## src/rtl/core/sph_pkg.sv

```systemverilog
// Package for the secret-prefix SHA-256 hasher: sizes, codes, round constants.
// No dependencies.
package sph_pkg;
  localparam int SECRET_BYTES  = 20;
  localparam int MESSAGE_BYTES = 32;
  localparam int DIGEST_BYTES  = 32;
  localparam int BLOCK_BYTES   = SECRET_BYTES + MESSAGE_BYTES;
  localparam int STORE_DEPTH   = 2 * SECRET_BYTES;
  localparam int STORE_AW      = $clog2(STORE_DEPTH);
  localparam int MSG_AW        = (MESSAGE_BYTES > 1) ? $clog2(MESSAGE_BYTES) : 1;
  localparam logic [7:0] CMD_SET  = 8'h01;
  localparam logic [7:0] CMD_HASH = 8'h02;
  localparam logic [7:0] ACK_BYTE = 8'h01;
  localparam logic [15:0] BIT_LEN = 16'(BLOCK_BYTES * 8);

  typedef enum logic [3:0] {
    ST_IDLE, ST_SECRET, ST_MESSAGE, ST_CLEAR, ST_LOAD, ST_ROUND, ST_FINAL, ST_OUT, ST_ACK
  } state_t;

  typedef struct packed {
    logic       start;
    logic [7:0] blk_byte;
    logic       blk_valid;
  } core_ctl_t;

  function automatic logic [31:0] round_k(input logic [5:0] i);
    logic [31:0] k [64];
    k = '{32'h428a2f98, 32'h71374491, 32'hb5c0fbcf, 32'he9b5dba5, 32'h3956c25b, 32'h59f111f1,
          32'h923f82a4, 32'hab1c5ed5, 32'hd807aa98, 32'h12835b01, 32'h243185be, 32'h550c7dc3,
          32'h72be5d74, 32'h80deb1fe, 32'h9bdc06a7, 32'hc19bf174, 32'he49b69c1, 32'hefbe4786,
          32'h0fc19dc6, 32'h240ca1cc, 32'h2de92c6f, 32'h4a7484aa, 32'h5cb0a9dc, 32'h76f988da,
          32'h983e5152, 32'ha831c66d, 32'hb00327c8, 32'hbf597fc7, 32'hc6e00bf3, 32'hd5a79147,
          32'h06ca6351, 32'h14292967, 32'h27b70a85, 32'h2e1b2138, 32'h4d2c6dfc, 32'h53380d13,
          32'h650a7354, 32'h766a0abb, 32'h81c2c92e, 32'h92722c85, 32'ha2bfe8a1, 32'ha81a664b,
          32'hc24b8b70, 32'hc76c51a3, 32'hd192e819, 32'hd6990624, 32'hf40e3585, 32'h106aa070,
          32'h19a4c116, 32'h1e376c08, 32'h2748774c, 32'h34b0bcb5, 32'h391c0cb3, 32'h4ed8aa4a,
          32'h5b9cca4f, 32'h682e6ff3, 32'h748f82ee, 32'h78a5636f, 32'h84c87814, 32'h8cc70208,
          32'h90befffa, 32'ha4506ceb, 32'hbef9a3f7, 32'hc67178f2};
    return k[i];
  endfunction

  function automatic logic [31:0] init_h(input logic [2:0] i);
    logic [31:0] h [8];
    h = '{32'h6a09e667, 32'hbb67ae85, 32'h3c6ef372, 32'ha54ff53a,
          32'h510e527f, 32'h9b05688c, 32'h1f83d9ab, 32'h5be0cd19};
    return h[i];
  endfunction

  function automatic logic [31:0] rotr(input logic [31:0] x, input int n);
    return (x >> n) | (x << (32 - n));
  endfunction
endpackage

```

## src/rtl/core/sph_if.sv

```systemverilog
// Byte stream channel interfaces.
// Depends on nothing.
interface sph_rx_if;
  logic       valid;
  logic       ready;
  logic [7:0] rx_byte;
  modport source (output valid, output rx_byte, input ready);
  modport sink   (input valid, input rx_byte, output ready);
endinterface

interface sph_tx_if;
  logic       valid;
  logic       ready;
  logic [7:0] tx_byte;
  logic       last;
  modport source (output valid, output tx_byte, output last, input ready);
  modport sink   (input valid, input tx_byte, input last, output ready);
endinterface

```

## src/rtl/core/sph_core.sv

```systemverilog
// SHA-256 compression of one block, one round per cycle, message schedule
// in a 16-word sliding window. Depends on sph_pkg.
module sph_core (
  input  logic              clk,
  input  logic              rst_n,
  input  sph_pkg::core_ctl_t ctl,
  output logic              done,
  output logic [255:0]      digest
);
  import sph_pkg::*;

  logic [31:0] w_r [16];
  logic [31:0] a_r, b_r, c_r, d_r, e_r, f_r, g_r, h_r;
  logic [6:0]  rnd_r;
  logic [5:0]  fill_r;
  logic        busy_r, done_r;
  logic [255:0] dig_r;
  logic [31:0] s0, s1, wn, t1, t2, wcur;

  always_comb begin
    wcur = w_r[0];
    s0 = rotr(w_r[1], 7) ^ rotr(w_r[1], 18) ^ (w_r[1] >> 3);
    s1 = rotr(w_r[14], 17) ^ rotr(w_r[14], 19) ^ (w_r[14] >> 10);
    wn = w_r[0] + s0 + w_r[9] + s1;
    t1 = h_r + (rotr(e_r, 6) ^ rotr(e_r, 11) ^ rotr(e_r, 25)) + ((e_r & f_r) ^ (~e_r & g_r))
         + round_k(rnd_r[5:0]) + wcur;
    t2 = (rotr(a_r, 2) ^ rotr(a_r, 13) ^ rotr(a_r, 22)) ^ 32'h0;
    t2 = t2 + ((a_r & b_r) ^ (a_r & c_r) ^ (b_r & c_r));
  end

  always_ff @(posedge clk) begin
    if (!rst_n) begin
      busy_r <= 1'b0;
      done_r <= 1'b0;
      rnd_r  <= '0;
      fill_r <= '0;
    end else begin
      done_r <= 1'b0;
      if (ctl.start) begin
        fill_r <= '0;
        busy_r <= 1'b0;
      end
      if (ctl.blk_valid) begin
        w_r[fill_r[5:2]] <= {w_r[fill_r[5:2]][23:0], ctl.blk_byte};
        fill_r <= fill_r + 6'd1;
        if (fill_r == 6'd63) begin
          busy_r <= 1'b1;
          rnd_r  <= '0;
          {a_r, b_r, c_r, d_r} <= {init_h(0), init_h(1), init_h(2), init_h(3)};
          {e_r, f_r, g_r, h_r} <= {init_h(4), init_h(5), init_h(6), init_h(7)};
        end
      end
      if (busy_r) begin
        for (int i = 0; i < 15; i++) w_r[i] <= w_r[i+1];
        w_r[15] <= wn;
        h_r <= g_r; g_r <= f_r; f_r <= e_r; e_r <= d_r + t1;
        d_r <= c_r; c_r <= b_r; b_r <= a_r; a_r <= t1 + t2;
        rnd_r <= rnd_r + 7'd1;
        if (rnd_r == 7'd63) begin
          busy_r <= 1'b0;
          done_r <= 1'b1;
          dig_r <= {init_h(0) + t1 + t2, init_h(1) + a_r, init_h(2) + b_r, init_h(3) + c_r,
                    init_h(4) + d_r + t1, init_h(5) + e_r, init_h(6) + f_r, init_h(7) + g_r};
        end
      end
    end
  end

  assign done   = done_r;
  assign digest = dig_r;

`ifndef SYNTH
  a_no_load_busy: assert property (@(posedge clk) disable iff (!rst_n)
    busy_r |-> !ctl.blk_valid) else $error("block byte during rounds");
  a_done_pulse: assert property (@(posedge clk) disable iff (!rst_n)
    done_r |=> !done_r) else $error("done held");
  a_done_after_round: assert property (@(posedge clk) disable iff (!rst_n)
    done_r |-> $past(busy_r)) else $error("done without rounds");
`endif
endmodule

```

## src/rtl/core/secret_prefix_sha256_hasher.sv

```systemverilog
// Top level: command parser, secret store and message memories, reply sequencer.
// Depends on sph_pkg, sph_if, sph_core.
//   channel  dir  payload            beat
//   in       in   rx_byte[7:0]       valid & ready
//   out      out  tx_byte[7:0],last  valid & ready
// One byte per cycle while collecting, when in_ch.valid is high. After the last
// message byte: a load pass (52 memory reads via a registered read port, then 12
// padding bytes), then 64 rounds in sph_core, then the digest is registered and
// sent as 32 reply beats. Input stalls until the reply is done. Reset starts a
// clearing pass over all 40 secret store bytes; no bytes taken then.
module secret_prefix_sha256_hasher (
  input logic clk,
  input logic rst_n,
  sph_rx_if.sink   in_ch,
  sph_tx_if.source out_ch
);
  import sph_pkg::*;

  logic [7:0] sec_mem [STORE_DEPTH];
  logic [7:0] msg_mem [MESSAGE_BYTES];
  state_t state_r, state_nxt;
  logic [6:0] cnt_r, cnt_nxt;
  logic bank_r, bank_nxt;
  logic [7:0] rd_r;
  logic rd_v_r, rd_v_nxt;
  logic [255:0] dig_r;
  logic core_done;
  logic [255:0] core_dig;
  core_ctl_t ctl;
  logic sec_we, in_fire, out_fire;
  logic [STORE_AW-1:0] sec_wa, sec_ra;
  logic [MSG_AW-1:0] msg_ra;
  logic [7:0] sec_wd;
  logic rd_sec;
  logic rd_sec_r;
  logic [7:0] pad_byte;

  assign in_fire  = in_ch.valid & in_ch.ready;
  assign out_fire = out_ch.valid & out_ch.ready;

  always_comb begin
    state_nxt = state_r;
    cnt_nxt = cnt_r;
    bank_nxt = bank_r;
    in_ch.ready = 1'b0;
    sec_we = 1'b0;
    sec_wa = STORE_AW'(cnt_r);
    sec_wd = in_ch.rx_byte;
    rd_v_nxt = 1'b0;
    rd_sec = 1'b0;
    sec_ra = '0;
    msg_ra = '0;
    unique case (state_r)
      ST_CLEAR: begin
        sec_we = 1'b1;
        sec_wd = 8'h00;
        cnt_nxt = cnt_r + 7'd1;
        if (cnt_r == 7'(STORE_DEPTH - 1)) begin
          state_nxt = ST_IDLE;
          cnt_nxt = '0;
        end
      end
      ST_IDLE: begin
        in_ch.ready = 1'b1;
        cnt_nxt = '0;
        if (in_ch.valid && in_ch.rx_byte == CMD_SET) state_nxt = ST_SECRET;
        else if (in_ch.valid && in_ch.rx_byte == CMD_HASH) state_nxt = ST_MESSAGE;
      end
      ST_SECRET: begin
        in_ch.ready = 1'b1;
        sec_wa = STORE_AW'(7'(bank_r ? 0 : SECRET_BYTES) + cnt_r);
        if (in_ch.valid) begin
          sec_we = 1'b1;
          cnt_nxt = cnt_r + 7'd1;
          if (cnt_r == 7'(SECRET_BYTES - 1)) begin
            bank_nxt = ~bank_r;
            state_nxt = ST_ACK;
          end
        end
      end
      ST_ACK: if (out_fire) state_nxt = ST_IDLE;
      ST_MESSAGE: begin
        in_ch.ready = 1'b1;
        if (in_ch.valid) begin
          cnt_nxt = cnt_r + 7'd1;
          if (cnt_r == 7'(MESSAGE_BYTES - 1)) begin
            state_nxt = ST_LOAD;
            cnt_nxt = '0;
          end
        end
      end
      ST_LOAD: begin
        cnt_nxt = cnt_r + 7'd1;
        if (cnt_r < 7'(BLOCK_BYTES)) begin
          rd_v_nxt = 1'b1;
          rd_sec = cnt_r < 7'(SECRET_BYTES);
          sec_ra = STORE_AW'(7'(bank_r ? SECRET_BYTES : 0) + cnt_r);
          msg_ra = MSG_AW'(cnt_r - 7'(SECRET_BYTES));
        end
        if (cnt_r == 7'd64) begin
          state_nxt = ST_ROUND;
        end
      end
      ST_ROUND: if (core_done) begin
        state_nxt = ST_OUT;
        cnt_nxt = '0;
      end
      ST_OUT: if (out_fire) begin
        cnt_nxt = cnt_r + 7'd1;
        if (cnt_r == 7'(DIGEST_BYTES - 1)) state_nxt = ST_IDLE;
      end
      default: state_nxt = ST_IDLE;
    endcase
  end

  always_ff @(posedge clk) begin
    if (sec_we) sec_mem[sec_wa] <= sec_wd;
    if (state_r == ST_MESSAGE && in_fire) msg_mem[MSG_AW'(cnt_r)] <= in_ch.rx_byte;
    rd_r <= rd_sec ? sec_mem[sec_ra] : msg_mem[msg_ra];
    rd_sec_r <= rd_sec;
    if (core_done) dig_r <= core_dig;
    else if (out_fire) dig_r <= {dig_r[247:0], 8'h00};
  end

  always_ff @(posedge clk) begin
    if (!rst_n) begin
      state_r <= ST_CLEAR;
      cnt_r <= '0;
      bank_r <= 1'b0;
      rd_v_r <= 1'b0;
    end else begin
      state_r <= state_nxt;
      cnt_r <= cnt_nxt;
      bank_r <= bank_nxt;
      rd_v_r <= rd_v_nxt;
    end
  end

  // padding bytes follow the memory reads and, like the registered read data, trail the address count
  always_comb begin
    unique case (cnt_r)
      7'(BLOCK_BYTES + 1): pad_byte = 8'h80;
      7'd63:               pad_byte = BIT_LEN[15:8];
      7'd64:               pad_byte = BIT_LEN[7:0];
      default:             pad_byte = 8'h00;
    endcase
  end

  assign ctl.start = (state_r == ST_LOAD) && (cnt_r == 7'd0);
  assign ctl.blk_valid = rd_v_r || ((state_r == ST_LOAD) && (cnt_r > 7'(BLOCK_BYTES)));
  assign ctl.blk_byte = rd_v_r ? rd_r : pad_byte;

  sph_core u_core (.clk(clk), .rst_n(rst_n), .ctl(ctl), .done(core_done), .digest(core_dig));

  assign out_ch.valid = (state_r == ST_ACK) || (state_r == ST_OUT);
  assign out_ch.tx_byte = (state_r == ST_ACK) ? ACK_BYTE : dig_r[255:248];
  assign out_ch.last = (state_r == ST_ACK) || (cnt_r == 7'(DIGEST_BYTES - 1));

`ifndef SYNTH
  a_no_in_while_out: assert property (@(posedge clk) disable iff (!rst_n)
    out_ch.valid |-> !in_ch.ready) else $error("input open during reply");
  a_bank_flip: assert property (@(posedge clk) disable iff (!rst_n)
    (state_r == ST_ACK && $past(state_r) == ST_SECRET) |-> bank_r != $past(bank_r))
    else $error("bank not flipped");
  a_rd_sec_load: assert property (@(posedge clk) disable iff (!rst_n)
    rd_sec_r |-> rd_v_r) else $error("secret read outside load");
`endif
endmodule

```

## src/flat_wrapper.sv

```systemverilog
// flat-port wrapper written by rule: the top's interface ports become plain ports
module secret_prefix_sha256_hasher_flat import sph_pkg::*;
  (clk, rst_n, in_ch_valid, in_ch_rx_byte, in_ch_ready, out_ch_valid, out_ch_tx_byte, out_ch_last, out_ch_ready);
  sph_rx_if in_ch_i ();
  sph_tx_if out_ch_i ();
  input logic clk;
  input logic rst_n;
  input wire logic [$bits(in_ch_i.valid)-1:0] in_ch_valid;
  input wire logic [$bits(in_ch_i.rx_byte)-1:0] in_ch_rx_byte;
  output wire logic [$bits(in_ch_i.ready)-1:0] in_ch_ready;
  output wire logic [$bits(out_ch_i.valid)-1:0] out_ch_valid;
  output wire logic [$bits(out_ch_i.tx_byte)-1:0] out_ch_tx_byte;
  output wire logic [$bits(out_ch_i.last)-1:0] out_ch_last;
  input wire logic [$bits(out_ch_i.ready)-1:0] out_ch_ready;
  assign in_ch_i.valid = in_ch_valid;
  assign in_ch_i.rx_byte = in_ch_rx_byte;
  assign in_ch_ready = in_ch_i.ready;
  assign out_ch_valid = out_ch_i.valid;
  assign out_ch_tx_byte = out_ch_i.tx_byte;
  assign out_ch_last = out_ch_i.last;
  assign out_ch_i.ready = out_ch_ready;
  secret_prefix_sha256_hasher u_core (.clk(clk), .rst_n(rst_n), .in_ch(in_ch_i), .out_ch(out_ch_i));
endmodule
```

## config.mk

```make
export PLATFORM = sky130hd
export DESIGN_NAME = secret_prefix_sha256_hasher_flat
export DESIGN_NICKNAME = d
export VERILOG_FILES = /design/src/rtl/core/sph_pkg.sv /design/src/rtl/core/sph_if.sv /design/src/rtl/core/sph_core.sv /design/src/rtl/core/secret_prefix_sha256_hasher.sv /design/src/flat_wrapper.sv
export SDC_FILE = /design/constraint.sdc
export NUM_CORES = 2
export LEC_CHECK = 0
export BUFFER_PORTS_ARGS = -buffer_cell sky130_fd_sc_hd__buf_2
export CAP_MARGIN = 20
export CORE_MARGIN = 3
export CORE_UTILIZATION = 47
export CTS_CLUSTER_SIZE = 16
export DETAILED_ROUTE_END_ITERATION = 12
export MAX_ROUTING_LAYER = met4
export PLACE_DENSITY_LB_ADDON = 0.25
export SYNTH_ARGS = -nofsm -noshare
export SYNTH_HDL_FRONTEND = slang
export SYNTH_SLANG_ARGS = --single-unit
```

## constraint.sdc

```tcl
create_clock -name clk -period 26.7 [get_ports clk]
set_input_delay 5.34 -clock clk [delete_from_list [all_inputs] [get_ports clk]]
set_output_delay 5.34 -clock clk [all_outputs]
set_load 0.02 [all_outputs]
```

==> metrics.yaml <==
grt:
  grt.total_usage_pct: 26.4
  grt_overflow: 0
  grt_pass1_vias: 62288
  grt_antenna_before_repair: 6
  largest_net_degree_at_the_start_of_global_routing: 139
  grt_first_pass_wirelength_um: 420000
logic_synthesis:
  netlist_instances: 7930
  synth_area_leader_cell: "sky130_fd_sc_hd__edfxtp_1"
  synth-edff-count: 1856
  yosys_warnings: 0
  yosys.area.top_type_share_pct: 55.3
  syn_area_um2: 101000
  fraction_of_registers_with_async_set_reset_pct: 0
  synth.area.top_cells: "sky130_fd_sc_hd__edfxtp_1, sky130_fd_sc_hd__a21o_1, sky130_fd_sc_hd__mux4_2"
  synth_cell_types: 97
  synth-seq-area-share_pct: 56.1
  synth_seq_cells: 1896
  syn_area_per_cell_um2: 12.7
  syn-num-nets: 8423
  postSynth.topFlopCell: "sky130_fd_sc_hd__edfxtp_1"
clock_network:
  cts-resized-gates: 0
  cts-hold-fix-buffers: 0
  clk_transition_reported_paths_ps: 70
  tritoncts: "done"
  cts_buffers: 198
  clock_sinks: 1896
  clk_latency_ps: 890
  cts_setup_buffers: 0
  ctsLongestPathBuffers: 3
  htree_levels: 4
  cts-root-buf: "sky130_fd_sc_hd__clkbuf_16"
power_and_ir_drop:
  combinationalPowerShare_pct: 5.9
  p_seq_share_pct: 51.6
  power_frac_clock_pct: 42.5
  p_int_w: 0.00503
  vdd_drop_max_mv: 0.0632
  switching_share_pct: 23.4
  static-leakage-power_nw: 41.1
  power.net_switching_w: 0.00154
  power.density_nw_per_um2: 59.6
status:
  result_of_the_run: "complete, no violations"
finish:
  syn_to_final_growth_pct: 9.30
  nets: 8271
  fillers: 18117
  layout.cells.non_filler: 10770
  post_route_cells_drive_above_1_share_pct: 12.0
placement:
  port_buffers: 22
  post-dp-hpwl_um: 195000
  place_congestion: 0.977
  place_worst_setup_slack_ps: 17280
  post-place-cells: 10396
die:
  die_height_um: 469
  core_region_area_um2: 213000
  die_w_um: 469
  floorplan.die_area_um2: 220000
  initial_utilization_pct: 47.4
  design.portCount: 23
  core.rowCount: 169
setup_path:
  critPathArrivalTime_ps: 9860
  cp_top_family: "compound AO/OA/AOI/OAI gates"
  critPathBufInv: 5
  timing.critical_path.slowest_stage_cell: "sky130_fd_sc_hd__fa_1"
  timing.critical_path.from_type: "flop"
  crit_path_end_kind: "flop"
  worst_ep_required_time_ps: 27320
  worst_path_largest_cell_delay_ps: 670
  critPathKind: "flop to flop"
  critPathMaxFanout: 24
hold_path:
  min_path_type: "flop to flop"
timing:
  hold_viol: 0
  setup_viol_count_final: 0
  grt_setup_unrepaired: "false"
  min_period_ps: 9250
  final_max_slew_viol_count: 0
  finalWorstSetupSlack_ps: 17450
  finalClockSkew_ps: 75.5
  worst_slew_pin_slew_ps: 1270
  slew_headroom_pct: 14.5
  fin_tns_setup_ps: 0
  layout_worst_path_cycle_share_pct: 34.6
  timing.fmax_mhz: 108
detailed_routing:
  routed_wire_length_per_instance_um: 26.5
  detail_route.drc_violations: 0
  dr.first_iter.drc_count: 7421
  vias: 64116
  firstDrtPassIters: 6
  route.detailed.vias_per_inst: 5.95
  aggregate_routed_wire_length_um: 285000
  postRouteAntennaNets: 0
job:
  maxCapViolations: 0
[through the flow]
step                      area (um^2)  util [%]  total power (W)  hold slack [ps]
after floorplan                101000         -          0.00369              424
after global placement         103000      48.6          0.00383              493
after detailed placement       103000      48.7          0.00384              498
after CTS                      110000      51.7          0.00662              500
after global routing           110000      51.8          0.00677              503
final                          110000      51.8          0.00656              503
[layout by cell type, fill, tap and decap left out, drive strengths merged, types with 236 or more instances in the layout]
cell / count
edfxtp: 1856
nand2: 556
a21o: 522
inv: 491
nor2: 472
xnor2: 402
ha: 297
a21oi: 296
mux2: 270
o21ai: 249
clkbuf: 236
[per-layer routing]
| layer | wire, um | track usage [%] |
|---|---|---|
| met1 | 127000 | 38.2 |
| met2 | 131000 | 39.4 |
| met3 | 20300 | 3.81 |
| met4 | 6890 | 6.56 |
| met5 | 0 | - |
[cell usage after synthesis, types with 17 or more instances]
master / count
sky130_fd_sc_hd__edfxtp_1: 1856
sky130_fd_sc_hd__nand2_1: 555
sky130_fd_sc_hd__a21o_1: 522
sky130_fd_sc_hd__inv_1: 487
sky130_fd_sc_hd__nor2_1: 470
sky130_fd_sc_hd__xnor2_1: 402
sky130_fd_sc_hd__clkbuf_1: 386
sky130_fd_sc_hd__ha_1: 297
sky130_fd_sc_hd__a21oi_1: 294
sky130_fd_sc_hd__mux2_2: 270
sky130_fd_sc_hd__o21ai_0: 243
sky130_fd_sc_hd__xor2_1: 212
sky130_fd_sc_hd__fa_1: 184
sky130_fd_sc_hd__mux4_2: 174
sky130_fd_sc_hd__nand2b_1: 144
sky130_fd_sc_hd__and2_1: 136
sky130_fd_sc_hd__nand3_1: 111
sky130_fd_sc_hd__nor3_1: 102
sky130_fd_sc_hd__o211ai_1: 96
sky130_fd_sc_hd__or3_1: 80
sky130_fd_sc_hd__mux2i_1: 66
sky130_fd_sc_hd__a211oi_1: 64
sky130_fd_sc_hd__a31oi_1: 55
sky130_fd_sc_hd__and3_1: 55
sky130_fd_sc_hd__nor2b_1: 48
sky130_fd_sc_hd__o21bai_1: 42
sky130_fd_sc_hd__a311oi_1: 40
sky130_fd_sc_hd__dfxtp_1: 40
sky130_fd_sc_hd__buf_2: 38
sky130_fd_sc_hd__o21a_1: 37
sky130_fd_sc_hd__buf_1: 31
sky130_fd_sc_hd__maj3_1: 31
sky130_fd_sc_hd__nand4_1: 24
sky130_fd_sc_hd__nor4_1: 24
sky130_fd_sc_hd__a21boi_0: 21
sky130_fd_sc_hd__o311ai_0: 20
sky130_fd_sc_hd__o31ai_1: 17
[kinds of logic after synthesis]
group           after synthesis  synth area share [%]
buf+inv                     958                  3.70
flops                      1896                  56.1
xor+xnor                    615                  5.36
compound gates             1618                  11.0
mux                         510                  7.56
fa+ha+maj                   512                  7.65
simple gates               1821                  8.61
[power by group through the flow]
stage	combinational, W	sequential [W]	clock, W
after CTS	0.000388	0.00339	0.00284
after global placement	0.000378	0.00345	0
final	0.000386	0.00339	0.00279
after detailed placement	0.000387	0.00345	0
after global routing	0.000420	0.00339	0.00296
after floorplan	0.000253	0.00343	0
[area by class of cell]
| class | instances | area (um^2) | area share [%] |
|---|---|---|---|
| Clock buffer | 235 | 5110 | 4.65 |
| Clock inverter | 132 | 1460 | 1.33 |
| Sequential cell | 1896 | 56600 | 51.4 |
| Timing Repair Buffer | 117 | 853 | 0.775 |
| Antenna cell | 4 | 10.0 | 0.00909 |
| Inverter | 489 | 1840 | 1.67 |
| Multi-Input combinational cell | 5076 | 40700 | 37.0 |
| Tap cell | 2821 | 3530 | 3.21 |
[registers in the layout, indices dropped and copies added (netlist names), 6 cells and up, named ones only]
name                  flops
u_core.u_core.digest    256
u_core.u_core.c_r        32
u_core.msg_mem          256
u_core.u_core.fill_r      6
u_core.dig_r            256
u_core.u_core.w_r       512
u_core.rd_r               8
u_core.sec_mem          320
u_core.u_core.d_r        32
u_core.u_core.h_r        32
u_core.u_core.g_r        32
u_core.u_core.b_r        32
u_core.u_core.rnd_r       7
u_core.u_core.f_r        32
u_core.u_core.e_r        32
u_core.cnt_r              7
u_core.u_core.a_r        32
[path summary, 6_finish.rpt]
check	slack (ps)	from	cells after the start	endpoint
max	17450	u_core.u_core.rnd_r[0]	31	u_core.u_core.digest[126]
min	500	u_core.u_core.digest[6]	1	u_core.dig_r[6]
min reg2reg	500	u_core.u_core.digest[6]	1	u_core.dig_r[6]
max reg2reg	17450	u_core.u_core.rnd_r[0]	31	u_core.u_core.digest[126]
Note: power is estimated with default switching activity, not from simulation.
